## src/rtl/prq_pkg.sv

```systemverilog
`timescale 1ns / 1ps

package prq_pkg;

   localparam int ID_W   = 16;
   localparam int DESC_W = 32;

   typedef enum logic [1:0] {
      OP_ENQ    = 2'd0,
      OP_DEQ    = 2'd1,
      OP_REMOVE = 2'd2,
      OP_LOOKUP = 2'd3
   } op_type;

   typedef enum logic [1:0] {
      STAT_OK       = 2'd0,
      STAT_EMPTY    = 2'd1,
      STAT_NOTFOUND = 2'd2,
      STAT_FULL     = 2'd3
   } status_type;

   // Sequencer phases, one-hot.
   typedef enum logic [3:0] {
      PH_IDLE  = 4'b0001,
      PH_MATCH = 4'b0010,
      PH_PICK  = 4'b0100,
      PH_DONE  = 4'b1000
   } phase_type;

   // Broadcast from the sequencer to every cell.
   typedef struct packed {
      logic              match_en;
      logic              pick_en;
      logic              apply_en;
      logic              any_key;
      logic [ID_W-1:0]   key;
      logic              do_shift;
      logic              do_enq;
      logic [ID_W-1:0]   enq_id;
      logic [DESC_W-1:0] enq_desc;
   } cell_ctl_type;

endpackage

```

## src/rtl/prq_cell.sv

```systemverilog
`timescale 1ns / 1ps

module prq_cell import prq_pkg::*; (
   input  logic              clock,
   input  logic              reset,
   input  cell_ctl_type      ctl,
   input  logic              left_valid,
   input  logic              right_valid,
   input  logic [ID_W-1:0]   right_id,
   input  logic [DESC_W-1:0] right_desc,
   input  logic              hit_in,
   output logic              hit_out,
   output logic              valid,
   output logic [ID_W-1:0]   id,
   output logic [DESC_W-1:0] desc,
   output logic [ID_W-1:0]   sel_id,
   output logic [DESC_W-1:0] sel_desc
);

   logic              valid_ff;
   logic [ID_W-1:0]   id_ff;
   logic [DESC_W-1:0] desc_ff;
   logic              match_ff;
   logic              first_ff;
   logic              shift_ff;
   logic              take_right;
   logic              take_enq;

   assign hit_out    = hit_in | match_ff;
   assign take_right = ctl.apply_en & ctl.do_shift & shift_ff;
   assign take_enq   = ctl.apply_en & ctl.do_enq & ~valid_ff & left_valid;

   always_ff @(posedge clock) begin
      if (reset) begin
         valid_ff <= 1'b0;
         match_ff <= 1'b0;
         first_ff <= 1'b0;
         shift_ff <= 1'b0;
      end else begin
         if (ctl.match_en) begin
            match_ff <= valid_ff & (ctl.any_key | (id_ff == ctl.key));
         end
         if (ctl.pick_en) begin
            first_ff <= match_ff & ~hit_in;
            shift_ff <= match_ff | hit_in;
         end
         if (take_right) begin
            valid_ff <= right_valid;
         end else if (take_enq) begin
            valid_ff <= 1'b1;
         end
      end
   end

   // Entry payload: no reset, only read while valid.
   always_ff @(posedge clock) begin
      if (take_right) begin
         id_ff   <= right_id;
         desc_ff <= right_desc;
      end else if (take_enq) begin
         id_ff   <= ctl.enq_id;
         desc_ff <= ctl.enq_desc;
      end
   end

   assign valid    = valid_ff;
   assign id       = id_ff;
   assign desc     = desc_ff;
   assign sel_id   = first_ff ? id_ff : '0;
   assign sel_desc = first_ff ? desc_ff : '0;

endmodule

```

## config.mk

```make
export PLATFORM = sky130hd
export DESIGN_NAME = prq_cell
export DESIGN_NICKNAME = d
export VERILOG_FILES = /design/src/rtl/prq_pkg.sv /design/src/rtl/prq_cell.sv
export SDC_FILE = /design/constraint.sdc
export NUM_CORES = 1
export LEC_CHECK = 0
export ABC_CLOCK_PERIOD_IN_PS = 2800
export BUFFER_PORTS_ARGS = -buffer_cell sky130_fd_sc_hd__buf_4
export CAP_MARGIN = 30
export CELL_PAD_IN_SITES_DETAIL_PLACEMENT = 1
export CELL_PAD_IN_SITES_GLOBAL_PLACEMENT = 1
export CORE_MARGIN = 1
export CORE_UTILIZATION = 29
export CTS_BUF_LIST = sky130_fd_sc_hd__clkbuf_4
export CTS_CLUSTER_DIAMETER = 80
export DETAILED_ROUTE_END_ITERATION = 7
export PLACE_DENSITY_LB_ADDON = 0.05
export SLEW_MARGIN = 20
export SYNTH_ARGS = -nofsm -noshare
export SYNTH_HDL_FRONTEND = slang
export SYNTH_SLANG_ARGS = --single-unit
```

## constraint.sdc

```tcl
create_clock -name clock -period 2.8 [get_ports clock]
set_input_delay 0.42 -clock clock [delete_from_list [all_inputs] [get_ports clock]]
set_output_delay 0.42 -clock clock [all_outputs]
set_load 0.005 [all_outputs]
```

==> metrics.md, run 1 <==
| Metric | Value |
|---|---|
| Result of the run | finished with violations |
| Violations in the final reports | design-rule violations |
| Total global-route track usage | 17.42% |
| CP max stage delay | 0.49 ns |
| Via count of the first global-routing pass | 2542 |
| Die H | 98.14 µm |
| DIE AREA | 9630 µm² |
| Residual antenna-violating net count after detailed routing | 0 |
| Total nets after synthesis | 317 |
| Buffer levels on the longest clock path | 2 |
| Share of post-route cells with drive strength above 1 | 67.15% |
| Max Slew Vio Count | 0 |
| Resize count post-CTS | 0 |
| Final wirelength | 8.607 mm |
| DP HPWL | 6.941 mm |
| Total of hold buffers inserted after clock tree synthesis | 0 |
| Routability cong. | 0.7389 |
| Data required time of the worst path | 2.86 ns |
| # diodes | 0 |
| Final cycle utilization of the critical path | 67.94% |
| Drt pass-1 iters | 6 |
| Count of routing violations after the opening detailed-route iteration | 43 |
| Via count | 2390 |
| Endpoint kind of the worst setup timing path | flop |
| Worst slew slack as a fraction of its limit | 62.86% |
| Reported max-cap violation count | 0 |
| Number of sinks on the clock net | 52 |
| Setup repair after global routing missed its margin | false |
| Fraction of the yosys area taken by sequential cells | 56.77% |
| # port buffers | 220 |
| Post-synthesis cell area | 2680 µm² |
| Async set-or-reset flop fraction in the synthesized netlist | 0% |
| Number of antenna violations at the first check in global routing | 0 |
| H-tree depth | 2 |
| Largest clock skew in the final design | 0.005547 ns |
| Layout-stage area growth over the synthesis result | 69.89% |
| Total global routing overflow | 0 |
| Number of enable-type register cells in the synthesized netlist | 48 |
| Insertion delay of the later-clocked pin in the worst-skew pair | 0.36 ns |
| Power, Total | 0.001605 W |
| CTS tree | built |
| Critical Path Slowest Stage Cell | sky130_fd_sc_hd__nand2_2 |
| First-pass GRT wire length | 12.97 mm |
| Critical path peak fanout | 38 |
| Power density cells | 352.5 nW/µm² |
| Synth Warn # | 0 |
| Via/cell ratio | 4.552 |
| Leakage power total | 2.089 nW |
| Series of cell instances along the critical path | nand3_2 > nand2_2 > buf_12 |
| Clock root buffer | sky130_fd_sc_hd__clkbuf_4 |
| Worst slew pin tran | 0.5565 ns |
| Start-to-end type of the worst setup path | reg -> reg |
| Wire length per cell after detailed routing | 16.39 µm |
| Number of buffers created by CTS | 5 |
| Synthesized area per cell | 13.81 µm² |
| Total Neg Setup Slack | 0 ns |
| DRC violation count after routing | 13 |
| Placement Rows | 34 |
| Reg-to-reg slack, setup | 0.90 ns |
| Die Wd | 98.14 µm |
| Pin count of the biggest net entering global routing | 39 |
| Layout Nets | 539 |
| Number of fill cells | 979 |
| Post-synth top flop | sky130_fd_sc_hd__edfxtp_1 |
| Top-level port count | 221 |
| Register bit count reported by yosys | 52 |
| Maximum clock frequency | 525.7 MHz |
| Biggest area consumer among synthesized cells | sky130_fd_sc_hd__edfxtp_1 |
| Highest ir drop seen on vdd | 199.7 µV |
| Clock-pin transition on the worst setup and hold timing paths | 0.14 ns |
| Floorplan Core Area | 8848 µm² |
| Post-synthesis cell type count | 25 |
| Starting utilization of the core area | 30.29% |
| Fin crit period | 1.902 ns |
| Tightest Hold Check Type | in -> reg |
| Final setup vio count | 0 |
| Number of standard cells after synthesis | 194 |
| CP arrival | 1.96 ns |
| Number of hold violations in the final report | 0 |
| Setup Buffers After CTS | 0 |
| Main area contributors after synthesis | sky130_fd_sc_hd__edfxtp_1 (54%), sky130_fd_sc_hd__mux2_2 (18%), sky130_fd_sc_hd__and2_1 (11%) |
| CP startpoint kind | flop |
| Area fraction of the dominant cell type after synthesis | 53.78% |
-- cells in the final DEF, fill, tap and decap left out, drive strengths merged --
cell type and n:
mux2i 1, edfxtp 48, nand3 1, mux2 48
o221a 1, nor2b 1, inv 1, nand2b 1
nand3b 1, or2 1, clkinv 2, nor4 4
nand2 1, buf 225, a211oi 1, nand4b 1
dfxtp 4, bufinv 1, xor2 16, nand4 1
and2 48, nor2 2, clkbuf 5, a21oi 2
-- power breakdown --
group	total, W	switching (W)	internal (W)	leakage [nW]
clock	0.000413	0.000230	0.000183	0.0403
sequential	0.000912	0.0000210	0.000891	0.475
combinational	0.000280	0.0000864	0.000194	1.57
total	0.00161	0.000337	0.00127	2.09
-- worst max-delay path: cells and delay by family, from the launching register on --
kind	cells	cell delay, ns
flip-flops	1	0.37
AND/OR/NAND/NOR	2	0.93
buffers and inverters	1	0.29
-- worst paths after layout --
| path | startpoint | to | cells past startpoint |
|---|---|---|---|
| worst max-delay path | shift_ff | desc[30] | 3 |
| worst min-delay path | reset | shift_ff | 2 |
| worst max register to register | shift_ff | desc[30] | 3 |
| worst min register to register | match_ff | first_ff | 2 |
-- layout make-up --
class	count	area, µm²	area share, %
timing repair buffer	225	1702	37.37
sequential	52	1521	33.42
clock buffer	5	37.54	0.8244
multi-input combinational	131	1116	24.51
inverter	1	3.754	0.08244
tap	108	135.1	2.968
clock inverter	3	37.54	0.8244
-- per-layer routing --
metal | vias up | wire length, µm | track usage (%)
li1 | 1135 | - | -
met2 | 120 | 4705 | 34.62
met5 | - | 0 | 0
met1 | 1130 | 3045 | 18.26
met4 | 0 | 53 | 2.411
met3 | 5 | 804 | 5.154
-- flip-flops by register name, indices dropped and copies added, names as in the netlist --
name	cells
desc	32
first_ff	1
id	16
match_ff	1
shift_ff	1
valid	1
-- kinds of logic (layout without fill, tap and decap cells) --
logic type | count (synthesis) | in the layout | share of synthesized area [%]
XOR/XNOR | 16 | 16 | 5.229
flip-flops | 52 | 52 | 56.77
multiplexers | 49 | 49 | 20.54
AND/OR/NAND/NOR | 62 | 62 | 14.33
buffers and inverters | 11 | 234 | 1.867
AO/OA/AOI/OAI | 4 | 4 | 1.260
-- Yosys cell counts (all sizes together) (2+ instances only) --
| master | number |
|---|---|
| and2 | 48 |
| edfxtp | 48 |
| mux2 | 48 |
| xor2 | 16 |
| buf | 5 |
| clkbuf | 5 |
| dfxtp | 4 |
| nor4 | 4 |
| a21oi | 2 |
| nor2 | 2 |
-- stage by stage --
step                      hold slack, ns  setup slack (ns)  utilization, %  cell area, µm²  std cells
after floorplan                   0.4576            0.5707               -            2680        194
after global placement            0.4973            0.6851           50.61            4478        517
after detailed placement          0.4806            0.6798           50.61            4478        517
after CTS                         0.2270            0.8487           51.46            4553        525
after global routing              0.2138            0.7296           51.46            4553        525
final                             0.2458            0.8976           51.46            4553        525
(Power assumes the default switching activity.)
==> inputs of run 2 (changes only) <==
--- a/config.mk
+++ b/config.mk
@@ -5,7 +5,7 @@
 export SDC_FILE = /design/constraint.sdc
 export NUM_CORES = 1
 export LEC_CHECK = 0
-export ABC_CLOCK_PERIOD_IN_PS = 2800
+export ABC_CLOCK_PERIOD_IN_PS = 2000
 export BUFFER_PORTS_ARGS = -buffer_cell sky130_fd_sc_hd__buf_4
 export CAP_MARGIN = 30
 export CELL_PAD_IN_SITES_DETAIL_PLACEMENT = 1
==> constraint.sdc (replaced) <==
create_clock -name clock -period 2 [get_ports clock]
set_input_delay 0.3 -clock clock [delete_from_list [all_inputs] [get_ports clock]]
set_output_delay 0.3 -clock clock [all_outputs]
set_load 0.005 [all_outputs]
==> run 2 against run 1 <==
Compared with the run above:
- the run still ends with design-rule violations left
- first-iteration DRC count unchanged
- cell count fell by 0.19%
- sequential power up 40%
- critical path depth did not move
- critical path type is now reg -> out
- largest power group unchanged
==> metrics.md, run 2 (synthesis gave the netlist of run 1 again) <==
| Metric | Value |
|---|---|
| Result of the run | finished with violations |
| Violations in the final reports | design-rule violations |
| Top-level port count | 221 |
| Die H | 98.14 µm |
| Number of buffers and inverters on the critical path | 2 |
| Number of sinks on the clock net | 52 |
| Critical Path Slowest Stage Cell | sky130_fd_sc_hd__dfxtp_1 |
| Count of routing violations after the opening detailed-route iteration | 43 |
| Placement Rows | 34 |
| Largest clock skew in the final design | 0.01082 ns |
| CTS tree | built |
| Worst slew pin tran | 0.3849 ns |
| Layout-stage area growth over the synthesis result | 70.26% |
| Floorplan Core Area | 8848 µm² |
| Fin crit period | 1.790 ns |
| Most frequent standard cell in the layout excluding fill and tap cells | sky130_fd_sc_hd__buf_4 |
| Die Wd | 98.14 µm |
| Max Slew Vio Count | 0 |
| # port buffers | 220 |
| Clock-pin transition on the worst setup and hold timing paths | 0.15 ns |
| Flip-flop count of the largest register after layout | 32 |
| Total global routing overflow | 0 |
| Power density cells | 500.6 nW/µm² |
| Tightest Hold Check Type | in -> reg |
| Final wirelength | 8.753 mm |
| H-tree depth | 2 |
| Clock root buffer | sky130_fd_sc_hd__clkbuf_4 |
| Resize count post-CTS | 0 |
| Highest ir drop seen on vdd | 261.4 µV |
| DRC violation count after routing | 14 |
| Total of hold buffers inserted after clock tree synthesis | 0 |
| Endpoint kind of the worst setup timing path | primary output |
| Critical path peak fanout | 36 |
| Most common cell on crit path | sky130_fd_sc_hd__buf_4 |
| Data required time of the worst path | 1.70 ns |
| Number of cells traversed by the worst register-to-register path | 4 |
| Number of buffers created by CTS | 5 |
| Setup slack after placement | 0.4670 ns |
| First-pass GRT wire length | 13.38 mm |
| CP startpoint kind | flop |
| Reported max-cap violation count | 0 |
| Residual antenna-violating net count after detailed routing | 0 |
| Cell depth of the worst setup path | 3 |
| Worst slew slack as a fraction of its limit | 74.10% |
| Starting utilization of the core area | 30.29% |
| Drt pass-1 iters | 6 |
| Final setup vio count | 0 |
| # diodes | 0 |
| Via count | 2393 |
| Commonest cells after routing, fill and taps aside | sky130_fd_sc_hd__buf_4 (222), sky130_fd_sc_hd__edfxtp_1 (48), sky130_fd_sc_hd__and2_1 (47) |
| Buffer levels on the longest clock path | 2 |
| Setup Buffers After CTS | 0 |
| Final cell count without fillers | 524 |
| # placed instances | 516 |
| Total Neg Setup Slack | 0 ns |
| Final cycle utilization of the critical path | 89.52% |
| Start-to-end type of the worst setup path | reg -> out |
| Largest delay contributor family on the critical path | flip-flops |
| Wire length per cell after detailed routing | 16.70 µm |
| Hold Path Stages | 2 |
| Leakage power total | 2.097 nW |
| DIE AREA | 9630 µm² |
| Total global-route track usage | 17.90% |
| Layout Nets | 538 |
| Setup repair after global routing missed its margin | false |
| Series of cell instances along the critical path | buf_4 > and2_1 > buf_4 |
| Number of hold violations in the final report | 0 |
| Insertion delay of the later-clocked pin in the worst-skew pair | 0.36 ns |
| DP HPWL | 6.874 mm |
| Maximum clock frequency | 558.6 MHz |
| Via/cell ratio | 4.567 |
| Final setup margin | 0.2097 ns |
| CP arrival | 1.49 ns |
| Via count of the first global-routing pass | 2643 |
| Number of antenna violations at the first check in global routing | 0 |
| Pin count of the biggest net entering global routing | 51 |
| Routability cong. | 0.7387 |
| Share of post-route cells with drive strength above 1 | 67.55% |
| CP max stage delay | 0.46 ns |
run 2: changes by cell type in the layout (fill, tap and decap cells not counted):
cell                       change
sky130_fd_sc_hd__clkinv_1      -2
sky130_fd_sc_hd__buf_12        +1
sky130_fd_sc_hd__clkbuf_4      +1
sky130_fd_sc_hd__clkinv_2      +1
sky130_fd_sc_hd__buf_4         -2
run 2: through the flow:
stage | hold WS, ns | area, µm² | util [%] | total power, W
after floorplan | 0.3691 | 2683 | - | 0.001413
after global placement | 0.4821 | 4483 | 50.66 | 0.001692
after detailed placement | 0.4977 | 4483 | 50.66 | 0.001704
after CTS | 0.09399 | 4563 | 51.57 | 0.002314
after global routing | 0.08783 | 4563 | 51.57 | 0.002378
final | 0.1194 | 4563 | 51.57 | 0.002284
run 2: area by class of cell:
| cell class | instances | area (µm²) |
|---|---|---|
| inverter | 1 | 3.754 |
| clock inverter | 2 | 35.03 |
| tap | 108 | 135.1 |
| timing repair buffer | 224 | 1707 |
| multi-input combinational | 131 | 1116 |
| fill | 1024 | 4285 |
| sequential | 52 | 1521 |
| clock buffer | 6 | 45.04 |
run 2: metal layers:
metal	wire, µm	global-route usage, %
met5	0	0
met4	116	5.396
met3	845	5.583
met2	4791	35.10
met1	2999	17.84
run 2: report_power, final:
group          switching [W]  internal [W]
clock network       0.000335      0.000276
registers          0.0000289       0.00125
logic               0.000124      0.000273
run 2: path summary, 6_finish.rpt:
kind,startpoint,to,slack (ns)
max,first_ff,sel_desc[29],0.21
min,reset,match_ff,0.12
min reg2reg,match_ff,first_ff,0.52
max reg2reg,id[13],match_ff,0.56
run 2: worst register-to-register path, cell delays in order (launching register included):
cell,delay [ns]
sky130_fd_sc_hd__edfxtp_1,0.46
sky130_fd_sc_hd__xor2_1,0.18
sky130_fd_sc_hd__nor4_1,0.40
sky130_fd_sc_hd__nand4_1,0.15
sky130_fd_sc_hd__a211oi_2,0.19
